`src/rtl/mti_pkg.sv`:
```
// Shared widths, constants and pipeline record types for the intercept time block.
package mti_pkg;

  localparam int FRAC_BITS_DEF = 16;
  localparam int CW = 32;
  localparam int TW = 48;
  localparam int HW = 67;
  localparam int MW = 66;
  localparam int SQW = 66;
  localparam int RADW = 2 * SQW;
  localparam int NW = 68;
  localparam int LANES = 2;

  typedef struct packed {
    logic signed [CW-1:0] start_x;
    logic signed [CW-1:0] start_y;
    logic signed [CW-1:0] start_z;
    logic signed [CW-1:0] target_x;
    logic signed [CW-1:0] target_y;
    logic signed [CW-1:0] target_z;
    logic signed [CW-1:0] target_vx;
    logic signed [CW-1:0] target_vy;
    logic signed [CW-1:0] target_vz;
  } qry_t;

  typedef struct packed {
    logic signed [HW-1:0] h;
    logic [MW-1:0] habs;
    logic hneg;
    logic [MW-1:0] dd;
    logic [MW-1:0] aabs;
    logic aneg;
    logic azero;
    logic discneg;
  } side_t;

  typedef struct packed {
    logic [RADW-1:0] rad;
    logic [SQW:0] rem;
    logic [SQW-1:0] root;
    side_t side;
  } sq_t;

  typedef struct packed {
    logic [LANES-1:0][NW-1:0] rem;
    logic [LANES-1:0][TW-1:0] low;
    logic [LANES-1:0][TW-1:0] q;
    logic [LANES-1:0][NW-1:0] den;
    logic [LANES-1:0] ok;
    logic [LANES-1:0] sat;
  } dv_t;

endpackage

```
`src/rtl/mti_sqrt_cell.sv`:
```
// One cell of the square root chain: retires one root bit per stage.
module mti_sqrt_cell import mti_pkg::*; (
  input  logic clk,
  input  logic rst,
  input  logic en,
  input  logic vin,
  input  sq_t  din,
  output logic vout,
  output sq_t  dout
);

  logic [SQW+2:0] r2, trial, diff;

  always_comb begin
    r2 = {din.rem, din.rad[RADW-1 -: 2]};
    trial = {1'b0, din.root, 2'b01};
    diff = r2 - trial;
  end

  always_ff @(posedge clk) begin
    if (rst) begin
      vout <= 1'b0;
    end else if (en) begin
      vout <= vin;
    end
  end

  always_ff @(posedge clk) begin
    if (en) begin
      dout.side <= din.side;
      dout.rad <= {din.rad[RADW-3:0], 2'b00};
      if (r2 >= trial) begin
        dout.rem <= diff[SQW:0];
        dout.root <= {din.root[SQW-2:0], 1'b1};
      end else begin
        dout.rem <= r2[SQW:0];
        dout.root <= {din.root[SQW-2:0], 1'b0};
      end
    end
  end

endmodule

```
`config.mk`:
```
export PLATFORM = sky130hd
export DESIGN_NAME = mti_sqrt_cell
export DESIGN_NICKNAME = d
export VERILOG_FILES = /design/src/rtl/mti_pkg.sv /design/src/rtl/mti_sqrt_cell.sv
export SDC_FILE = /design/constraint.sdc
export NUM_CORES = 1
export LEC_CHECK = 0
export BUFFER_PORTS_ARGS = -buffer_cell sky130_fd_sc_hd__buf_2
export CAP_MARGIN = 20
export CORE_AREA = 3 3 415 417
export DETAILED_ROUTE_END_ITERATION = 10
export DIE_AREA = 0 0 418 420
export GPL_TIMING_DRIVEN = 0
export PLACE_DENSITY = 0.42
export SYNTH_ARGS = -nofsm -noshare
export SYNTH_HDL_FRONTEND = slang
export SYNTH_SLANG_ARGS = --single-unit
```
`constraint.sdc`:
```
create_clock -name clk -period 7.6 [get_ports clk]
set_clock_uncertainty 0.2 [all_clocks]
set_input_delay 1.52 -clock clk [delete_from_list [all_inputs] [get_ports clk]]
set_output_delay 1.52 -clock clk [all_outputs]
set_load 0.05 [all_outputs]
```
# Word level (Yosys, flattened, before mapping)

Cells that the tools add are included.

Add/subtract/negate cells: 1
$lt $le $gt $ge: 1
Mux-type cells: 1

Operators with widths:

| kind           | number |
|---|---|
| $mux 133       | 1 |
| $ge 69x68->1   | 1 |
| $sub 67x67->67 | 1 |

Output and inout bits: 535
Input bits: 538
Register bits: 533
Logic and storage cells: 15

# Depth between registers and ports, before layout

Depth after elaboration: 2
Depth in mapped cells: 15
Gate-level depth less buffers: 12

# Worst setup path before layout

OpenSTA, ideal clock, no wires.

Path type: input -> register
Start point: input port din[270] (netlist name)
End point: register dout[351] (netlist name) (data pin)
Library setup time: 0.262 ns
Arrival: 4.332 ns
Required time: 7.138 ns
Setup slack: 2.806 ns
Buffers on the path: 3
Stages on the path: 15
Cells stage by stage: inv_1 ha_1 buf_2 o211ai_2 a21oi_2 o211ai_2 a2111oi_4 o2111ai_2 a2111oi_4 o2111ai_2 and2_1 buf_6 inv_8 buf_8 mux2_1

Cells in the longest elaborated chain, start to end: 2
Elaborated cells on any way between the ends: 3
Classes of those cells: add/sub: 1; order compare: 1; mux: 1

Ends and longest elaborated chain:

| element                                               | RTL line                                 | RTL |
|---|---|---|
| start: declaration                                    | mti_sqrt_cell.sv:7                       | `input sq_t din,` |
| $sub 67x67->67 / $ge 69x68->1 (equally long branches) | mti_sqrt_cell.sv:17, mti_sqrt_cell.sv:32 |  |
| $mux 133 (*)                                          | mti_sqrt_cell.sv:32                      | `if (r2 >= trial) begin` |
| end: declaration                                      | mti_sqrt_cell.sv:9                       | `output sq_t dout` |

Mark *: on every way between the ends. The rest lies on a longest branch, timed or not.
A chain may end at the register's enable or synchronous reset.

# Worst setup path in the final report

Start point: input port din[291] (netlist name)
End point: register dout[393] (netlist name) (data pin)

The elaborated chain is that of the path after synthesis.

==> reports/results.txt <==
clk sinks -> 533
vias in the first global route -> 16900
Post-synth EDFFs -> 532
cell count after synthesis -> 1371
Critical Path Source Type -> primary input
nets -> 3128
largest net degree at the start of global routing -> 124
GRT Residual Overflow -> 0
Final Hold Viols -> 0
Post-Route WL -> 125 mm
pwr/cell area -> 285 nW/um^2
Final Hold Slack -> 0.292 ns
Slew headroom -> 28.8%
effective utilization at floorplan -> 12.8%
CTS HTree Levels -> 3
worst reg-to-reg path cell count -> 2
Synth Flop Type -> edfxtp_1
final period utilization -> 79.2%
antenna violations before repair -> 86
synthesized area -> 21600 sq um
sequential cell area -> 16000 sq um
Crit. Startpoint -> din[291]
area of the multi-input gates -> 5000 sq um
via total after detailed routing -> 16800
Fmax achieved -> 0.166 GHz
Core Box Area -> 169000 sq um
CP arrival -> 6.26 ns
Slew Viols, Final -> 0
Slew @ Worst Pin -> 1.06 ns
Tot Pwr -> 9190 uW
Setup Crit Path Kind -> primary input to flop
cts bufs inserted -> 71
placed instance area -> 29900 sq um
Mapped Avg Cell Area -> 15.8 sq um
Die Y-Extent -> 420 microns
hold crit path type -> flop to flop
register area share after synthesis -> 74.0%
initial drt markers -> 922
Crit Reg-Reg Startpoint -> vout
fin crit period -> 6.02 ns
max-capacitance violation count -> 0
VDD IR max -> 0.000154 V
drt first pass iters -> 5
Syn-to-layout area delta -> 49.5%
RSZ-0062 raised after global routing -> false
outcome -> completed
Residual DRC -> 0
Tot GR Track Use -> 13.5%
Max clock buf depth -> 3
Cell Rows -> 151
commonest non-fill, non-tap cell in the layout -> buf_2
final core occ -> 19.1%
Port Buffers -> 1070
Resized cells post-CTS -> 0
postcts setup bufs -> 0
number of vias per cell -> 3.50
FF+latch count, synth -> 533
GPL Wtd Cong -> 0.869
first-pass GRT wire length -> 157 mm
Die ar. -> 176000 sq um
Post-Layout Cell Count -> 4813
dpl hpwl -> 105 mm
CP Data Required Time -> 7.84 ns
Clock Latency Late Sink -> 0.68 ns
WL/cell -> 26.0 microns
Yosys cell types -> 72
Root Buffer -> clkbuf_16
Routed Antenna Nets -> 0
reg-to-reg endpoint -> vout
final setup vio count -> 0
Post-synth ARST share -> 0%
CTS clk-pin slew, worst paths -> 0.06 ns
fill count -> 18500
CP Max Fanout -> 10
Leakage -> 0.0133 uW
most frequent cells in the layout -> buf_2 (1075), edfxtp_1 (532), inv_1 (92), a21oi_1 (80), clkbuf_16 (72)
hold-fix buffers at CTS -> 0
I/O pin count -> 1073
Die W -> 418 microns
fraction of layout cells with a size suffix above 1 -> 47.4%
Inst Count DP -> 4667
TritonCTS clock tree -> done
synth warn -> 0
Crit. End Element -> flop
crit path to -> dout[393]
FF-to-FF setup slack -> 6.83 ns
post-route cell area -> 32300 sq um
## power breakdown
group | internal [uW] | total [uW] | switching (uW)
logic | 485 | 2110 | 1630
registers | 3540 | 3620 | 70.7
clock network | 1950 | 3460 | 1510
total | 5980 | 9190 | 3210
## worst min path at each step
stage          endpoint  start  slack [ns]  depth (start not counted)
2_1_floorplan      vout   vout        0.53                          2
3_3_place_gp       vout   vout        0.28                          2
3_5_place_dp       vout   vout        0.28                          2
4_1_cts            vout   vout        0.30                          2
5_1_grt            vout   vout        0.34                          2
6_report           vout   vout        0.29                          2
## through the flow
stage                     worst slack (ns)   TNS, ns
final                                 1.58         0
after global routing                  1.37         0
after CTS                             1.36         0
after detailed placement             0.600         0
after global placement               -4.70  -2431.37
after floorplan                       2.81         0
## registers in the layout, indices dropped and copies added (netlist names)
register / cells
dout: 532
vout: 1
## routing by layer
layer | up-vias | track usage (%) | part of all wire, % | wire length, microns
li1 | 7589 | - | - | -
met1 | 8225 | 13.1 | 33 | 41500
met2 | 778 | 26.0 | 55 | 68500
met3 | 212 | 4.04 | 7.5 | 9370
met4 | 18 | 5.84 | 4.7 | 5830
met5 | - | 0 | 0.092 | 115
## cell usage after synthesis (31+ instances only)
master | count | area [sq um]
edfxtp_1 | 532 | 16000
inv_1 | 92 | 345
a21oi_1 | 80 | 400
nand2_1 | 71 | 267
ha_1 | 68 | 851
nor2_1 | 53 | 199
mux2_1 | 46 | 518
o21ai_0 | 44 | 220
xnor2_1 | 36 | 315
nand4_1 | 33 | 206
clkbuf_1 | 32 | 120
nand3_1 | 31 | 155
## area by class of cell
class / instances / area share, %
Antenna cell: 21 / 0.163
Buffer: 47 / 0.790
Clock buffer: 81 / 5.71
Clock inverter: 44 / 1.53
Inverter: 93 / 1.10
Multi-Input combinational cell: 699 / 15.5
Sequential cell: 533 / 49.5
Tap cell: 2218 / 8.59
Timing Repair Buffer: 1077 / 17.1
## worst max-delay path, stage by stage
cell       delay (ns)
buf_2            0.12
inv_1            0.05
ha_1             0.26
buf_2            0.27
inv_1            0.09
nor3_1           0.28
nand2_1          0.21
o21ai_0          0.87
o2111ai_2        0.37
a2111oi_4        0.63
o2111ai_2        0.30
and2_1           0.28
buf_6            0.14
clkbuf_1         0.41
o21ai_0          0.44
## cell families (layout without fill, tap and decap cells)
group | count (synthesis) | in the layout | synth area share, %
AOI/OAI and AO/OA | 259 | 259 | 8.13
xor gates and xnor gates | 57 | 57 | 2.31
adders and majority gates | 68 | 68 | 3.94
buffers and inverters | 140 | 1342 | 2.83
DFF | 533 | 533 | 74.0
muxes | 56 | 56 | 2.89
other | 1 | 23 | 0.0174
and+or+nand+nor | 257 | 257 | 5.84
Power figures use the tool's default switching activity.
