==> src/rtl/mti_pkg.sv <==
// Shared widths, constants and pipeline record types for the intercept time block.
package mti_pkg;

  localparam int FRAC_BITS_DEF = 16;
  localparam int CW = 32;
  localparam int TW = 48;
  localparam int HW = 67;
  localparam int MW = 66;
  localparam int SQW = 66;
  localparam int RADW = 2 * SQW;
  localparam int NW = 68;
  localparam int LANES = 2;

  typedef struct packed {
    logic signed [CW-1:0] start_x;
    logic signed [CW-1:0] start_y;
    logic signed [CW-1:0] start_z;
    logic signed [CW-1:0] target_x;
    logic signed [CW-1:0] target_y;
    logic signed [CW-1:0] target_z;
    logic signed [CW-1:0] target_vx;
    logic signed [CW-1:0] target_vy;
    logic signed [CW-1:0] target_vz;
  } qry_t;

  typedef struct packed {
    logic signed [HW-1:0] h;
    logic [MW-1:0] habs;
    logic hneg;
    logic [MW-1:0] dd;
    logic [MW-1:0] aabs;
    logic aneg;
    logic azero;
    logic discneg;
  } side_t;

  typedef struct packed {
    logic [RADW-1:0] rad;
    logic [SQW:0] rem;
    logic [SQW-1:0] root;
    side_t side;
  } sq_t;

  typedef struct packed {
    logic [LANES-1:0][NW-1:0] rem;
    logic [LANES-1:0][TW-1:0] low;
    logic [LANES-1:0][TW-1:0] q;
    logic [LANES-1:0][NW-1:0] den;
    logic [LANES-1:0] ok;
    logic [LANES-1:0] sat;
  } dv_t;

endpackage

==> src/rtl/mti_div_cell.sv <==
// One cell of the divider chain: retires one quotient bit per lane per stage.
module mti_div_cell import mti_pkg::*; (
  input  logic clk,
  input  logic rst,
  input  logic en,
  input  logic vin,
  input  dv_t  din,
  output logic vout,
  output dv_t  dout
);

  logic [NW:0] r2 [LANES];
  logic [NW:0] diff [LANES];

  always_comb begin
    for (int l = 0; l < LANES; l++) begin
      r2[l] = {din.rem[l], din.low[l][TW-1]};
      diff[l] = r2[l] - {1'b0, din.den[l]};
    end
  end

  always_ff @(posedge clk) begin
    if (rst) begin
      vout <= 1'b0;
    end else if (en) begin
      vout <= vin;
    end
  end

  always_ff @(posedge clk) begin
    if (en) begin
      dout.den <= din.den;
      dout.ok <= din.ok;
      dout.sat <= din.sat;
      for (int l = 0; l < LANES; l++) begin
        dout.low[l] <= {din.low[l][TW-2:0], 1'b0};
        if (r2[l] >= {1'b0, din.den[l]}) begin
          dout.rem[l] <= diff[l][NW-1:0];
          dout.q[l] <= {din.q[l][TW-2:0], 1'b1};
        end else begin
          dout.rem[l] <= r2[l][NW-1:0];
          dout.q[l] <= {din.q[l][TW-2:0], 1'b0};
        end
      end
    end
  end

endmodule

==> config.mk <==
export PLATFORM = sky130hd
export DESIGN_NAME = mti_div_cell
export DESIGN_NICKNAME = d
export VERILOG_FILES = /design/src/rtl/mti_pkg.sv /design/src/rtl/mti_div_cell.sv
export SDC_FILE = /design/constraint.sdc
export NUM_CORES = 1
export LEC_CHECK = 0
export ABC_AREA = 1
export BUFFER_PORTS_ARGS = -buffer_cell sky130_fd_sc_hd__buf_4
export CORE_AREA = 5 5 365 367
export DETAILED_ROUTE_END_ITERATION = 10
export DIE_AREA = 0 0 370 372
export GPL_TIMING_DRIVEN = 0
export SYNTH_ARGS = -nofsm -noshare
export SYNTH_HDL_FRONTEND = slang
export SYNTH_SLANG_ARGS = --single-unit
==> constraint.sdc <==
create_clock -name clk -period 4.17 [get_ports clk]
set_input_delay 0.834 -clock clk [delete_from_list [all_inputs] [get_ports clk]]
set_output_delay 0.834 -clock clk [all_outputs]
set_load 0.1 [all_outputs]
# ---- Yosys cells after proc, flatten, opt, wreduce, memory -nomap -nowiden
# Index checks and enable logic that the tools add are counted.
dict set report totals {
  output_inout_bits 469
  elab_cells 19
  input_bits 472
  ff_bits 467
}
dict set report classes {
  n_lt_le_gt_ge 2
  n_mux 4
  addsub 2
}
# op count
set ops {}
lappend ops {{$ge A69 B68 Y1} 2}
lappend ops {{$mux W68} 2}
lappend ops {{$sub A68 B68 Y68} 2}
lappend ops {{$mux W1} 2}

# ---- Longest topological paths before layout
dict set report depth {
  depth_word 2
  depth_mapped 19
  depth_no_buf 17
}

# ---- Worst setup path after synthesis
# Ideal clock, no wire load.
dict set report synth_path {
  path_type {input -> register}
  from {in din[283] (netlist name)}
  to {reg dout[392] (netlist name) (data pin)}
  slack_ps 1395
  path_buffers 0
  stages 15
  setup_ps 253
  arrival_ps 2522
  t_required_ps 3917
  path_cell_list {inv_1 -> ha_1 -> fa_1 -> o21ai_0 -> nand2_1 -> nand2_1 -> nand2_1 -> nand2_1 -> nand2_1 -> nand2_1 -> nand2_1 -> nand2_1 -> nand2_1 -> nand3_1 -> nand2_1}
}
dict set report synth_via {
  elab_chain_len 2
  elab_cells_between_ends 3
  cone_classes {add/sub: 1; order compare: 1; mux: 1}
}
# element line_no
set synth_lines {}
lappend synth_lines {{from (decl)} mti_div_cell.sv:7} ;# input dv_t din,
lappend synth_lines {{$sub A68 B68 Y68 or $ge A69 B68 Y1 (tied branches)} {mti_div_cell.sv:18, mti_div_cell.sv:37}}
lappend synth_lines {{$mux W68 *} mti_div_cell.sv:37} ;# if (r2[l] >= {1'b0, din.den[l]}) begin
lappend synth_lines {{to (decl)} mti_div_cell.sv:9} ;# output dv_t dout
# Every way passes the cells marked *; elsewhere a longest branch is shown, timed or not.
# A chain may end at the register's enable or synchronous reset.

# ---- Final worst setup path
dict set report layout_path {
  from {in din[28] (netlist name)}
  to {reg dout[334] (netlist name) (data pin)}
}
dict set report layout_via {
  elab_chain_len 2
}
# element line_no
set layout_lines {}
lappend layout_lines {{$ge A69 B68 Y1} mti_div_cell.sv:37}
lappend layout_lines {{$mux W68} mti_div_cell.sv:37}
# Every way passes these cells.

==> impl_metrics.json <==
{
  "antenna_found_initial": 28,
  "area_growth_syn_to_layout_pct": 39.4,
  "maxCapViolCount": 0,
  "grt_remaining_overflow": 0,
  "cts_tree": "built",
  "detailed_place_hpwl_mm": 111,
  "ctsHtreeMaxLevel": 2,
  "synthMuxAreaShare_pct": 0.0352,
  "grt_setup_unrepaired": "false",
  "status": "finished clean",
  "die_area_mm2": 0.138,
  "nets": 5132,
  "maxSlewViolCount": 0,
  "synthCells": 3523,
  "fillers": 13800,
  "regToRegSetupSlack_ps": 3590,
  "skew_ps": 0,
  "timing.final.crit_share_pct": 78.7,
  "core_mm2": 0.129,
  "path_class": "in -> reg",
  "cts_buffers": 56,
  "total_power_w": 0.0180,
  "async_flop_share_pct": 0,
  "portBuffers": 936,
  "holdWs_ps": 332,
  "place_congestion": 1.01,
  "hold_buffers": 0,
  "cp-startpoint": "din[28]",
  "synth_warnings": 0,
  "setup_violations": 0,
  "wire_per_inst_um": 20.4,
  "clock_latency_ps": 610,
  "p_leak_nw": 19.8,
  "synth_top_cell_area_share_pct": 49.2,
  "min_period_ps": 3280,
  "ioPinCount": 941,
  "yosysSeqAreaShare_pct": 49.3,
  "synthTopCellsByArea": "edfxtp_1, nand2_1, inv_1",
  "rows": 132,
  "via_per_inst": 4.24,
  "vias": 26700,
  "post-cts-setup-buffers": 0,
  "max_freq_ghz": 0.305,
  "synth.avg_cell_area_um2": 8.07,
  "r2r_start": "vout",
  "cts.repair.resized": 0,
  "path_max_fanout": 10,
  "synth_edf_count": 466,
  "synth_cell_types": 37,
  "crit_path_start_kind": "input pin",
  "chipWidth_um": 370,
  "synth-compound-area-share_pct": 4.39,
  "synth_top_area_cell": "edfxtp_1",
  "worst-endpoint-arrival_ps": 3580,
  "clk_path_buf_depth": 3,
  "finalWirelength_mm": 129,
  "worstHoldStart": "din[286]",
  "grt_first_pass_wirelength_mm": 179,
  "drive_above_1_share_pct": 26.1,
  "synth-simple-area-share_pct": 28.0,
  "end_kind": "flip-flop",
  "netlist_area_mm2": 0.0284,
  "final_antenna_net_count": 0,
  "synth_seq_cells": 467,
  "maxSlewHeadroom_pct": 40.5,
  "synth_top_family_by_area": "simple AND/OR/NAND/NOR gates",
  "fp.dieH_um": 372,
  "initial_utilization_pct": 22.0,
  "synthFlopType": "edfxtp_1",
  "synth_adder_area_share_pct": 6.12,
  "synth_common_cells": "nand2_1, inv_1, edfxtp_1",
  "drc": 0,
  "worstPathRequired_ps": 4470,
  "first_global_vias": 25800,
  "synthXorXnorAreaFrac_pct": 2.16,
  "hp-class": "in -> reg",
  "track_usage_pct": 17.8,
  "hold_violations": 0,
  "yosysMostFrequentCell": "nand2_1",
  "path_clk_slew_ps": 60,
  "worst_pin_slew_ps": 883,
  "drt_iter0_markers": 2044,
  "clockRootBuffer": "clkbuf_16",
  "irDropWorstVdd_mv": 0.361,
  "p_per_area_mw_per_mm2": 454,
  "clkSinkCount": 467,
  "dr.pass1.iters": 5,
  "grt_max_degree": 124
}
## logic make-up (layout without fill, tap and decap cells)
group,count (synthesis),in the layout
adders and majority gates,138,138
muxes,1,1
DFF,467,467
buffers and inverters,718,1759
and+or+nand+nor,1889,1889
xor gates and xnor gates,70,70
AOI/OAI and AO/OA,239,239
other,1,8
## metrics by stage
stage          instance area [um^2]  TNS, ps  instances  setup slack [ps]  utilization (%)
2_1_floorplan                 28500        0       3524              1390                -
3_3_place_gp                  37700  -768390       6202             -1730             29.2
3_5_place_dp                  37800        0       6206               309             29.2
4_1_cts                       39600        0       6307              1000             30.7
5_1_grt                       39600        0       6308               789             30.7
6_report                      39600        0       6313               887             30.7
## cell usage in the layout, fill, tap and decap left out, types with 3 or more instances in the layout
master	instances
a21oi_1	150
buf_12	3
buf_16	4
buf_2	13
buf_4	942
buf_6	5
buf_8	3
bufinv_16	6
clkbuf_16	56
clkinv_1	20
clkinv_2	7
clkinv_4	3
clkinvlp_4	3
diode_2	6
edfxtp_1	466
ha_1	136
inv_1	651
inv_2	33
inv_6	3
nand2_1	1305
nand2_2	40
nand2_4	30
nand3_1	157
nand3_2	4
nand3b_1	29
nand4_1	18
nor2_1	245
nor2_2	22
nor2_4	4
nor3_1	14
nor3_2	6
nor4_1	14
o21ai_0	66
o21ai_1	3
o21bai_1	18
xnor2_1	5
xor2_1	65
## per-layer routing
layer  vias to the layer above  routed length, um  GRT usage [%]
met5                         -                 92              0
met4                        14               3700           5.05
met3                       152              11100           4.66
met2                      1088              57800           28.6
met1                     12400              56400           23.6
li1                      13100                  -              -
## sequential cells by signal (all words and copies together) (netlist names)
signal	flops
vout	1
dout	466
## final timing paths
path | depth (start not counted) | endpoint
max reg2reg | 2 | vout
max | 18 | dout[334]
min reg2reg | 2 | vout
min | 1 | dout[287]
## cell type report
cell class	instances	area, um^2	share of cell area, %
sequential	467	14000	35.3
inverter	688	2580	6.52
multi-input combinational	2339	11600	29.2
tap	1742	2180	5.50
antenna	6	15.0	0.0379
clock buffer	58	1410	3.55
buffer	30	264	0.666
timing repair buffer	940	7140	18.0
clock inverter	43	445	1.12
## report_power, final
group,switching (W),internal (W),leakage [nW]
Sequential,0.000161,0.00575,4.57
Clock,0.00214,0.00284,0.896
Combinational,0.00554,0.00157,14.4
Total,0.00784,0.0102,19.8
## critical path: stages
cell and delay (ps):
buf_4 100, inv_1 50, ha_1 360, nand2_1 130, nor2_2 230, inv_2 50
nor2_2 260, nand2_1 120, nor2_1 330, nand3_1 120, nand2_1 80, nor2_1 60
nand2_4 190, inv_2 70, buf_6 170, buf_6 170, nand2_1 60, nand2_1 190
No activity file was read; power rests on OpenSTA's default activity.
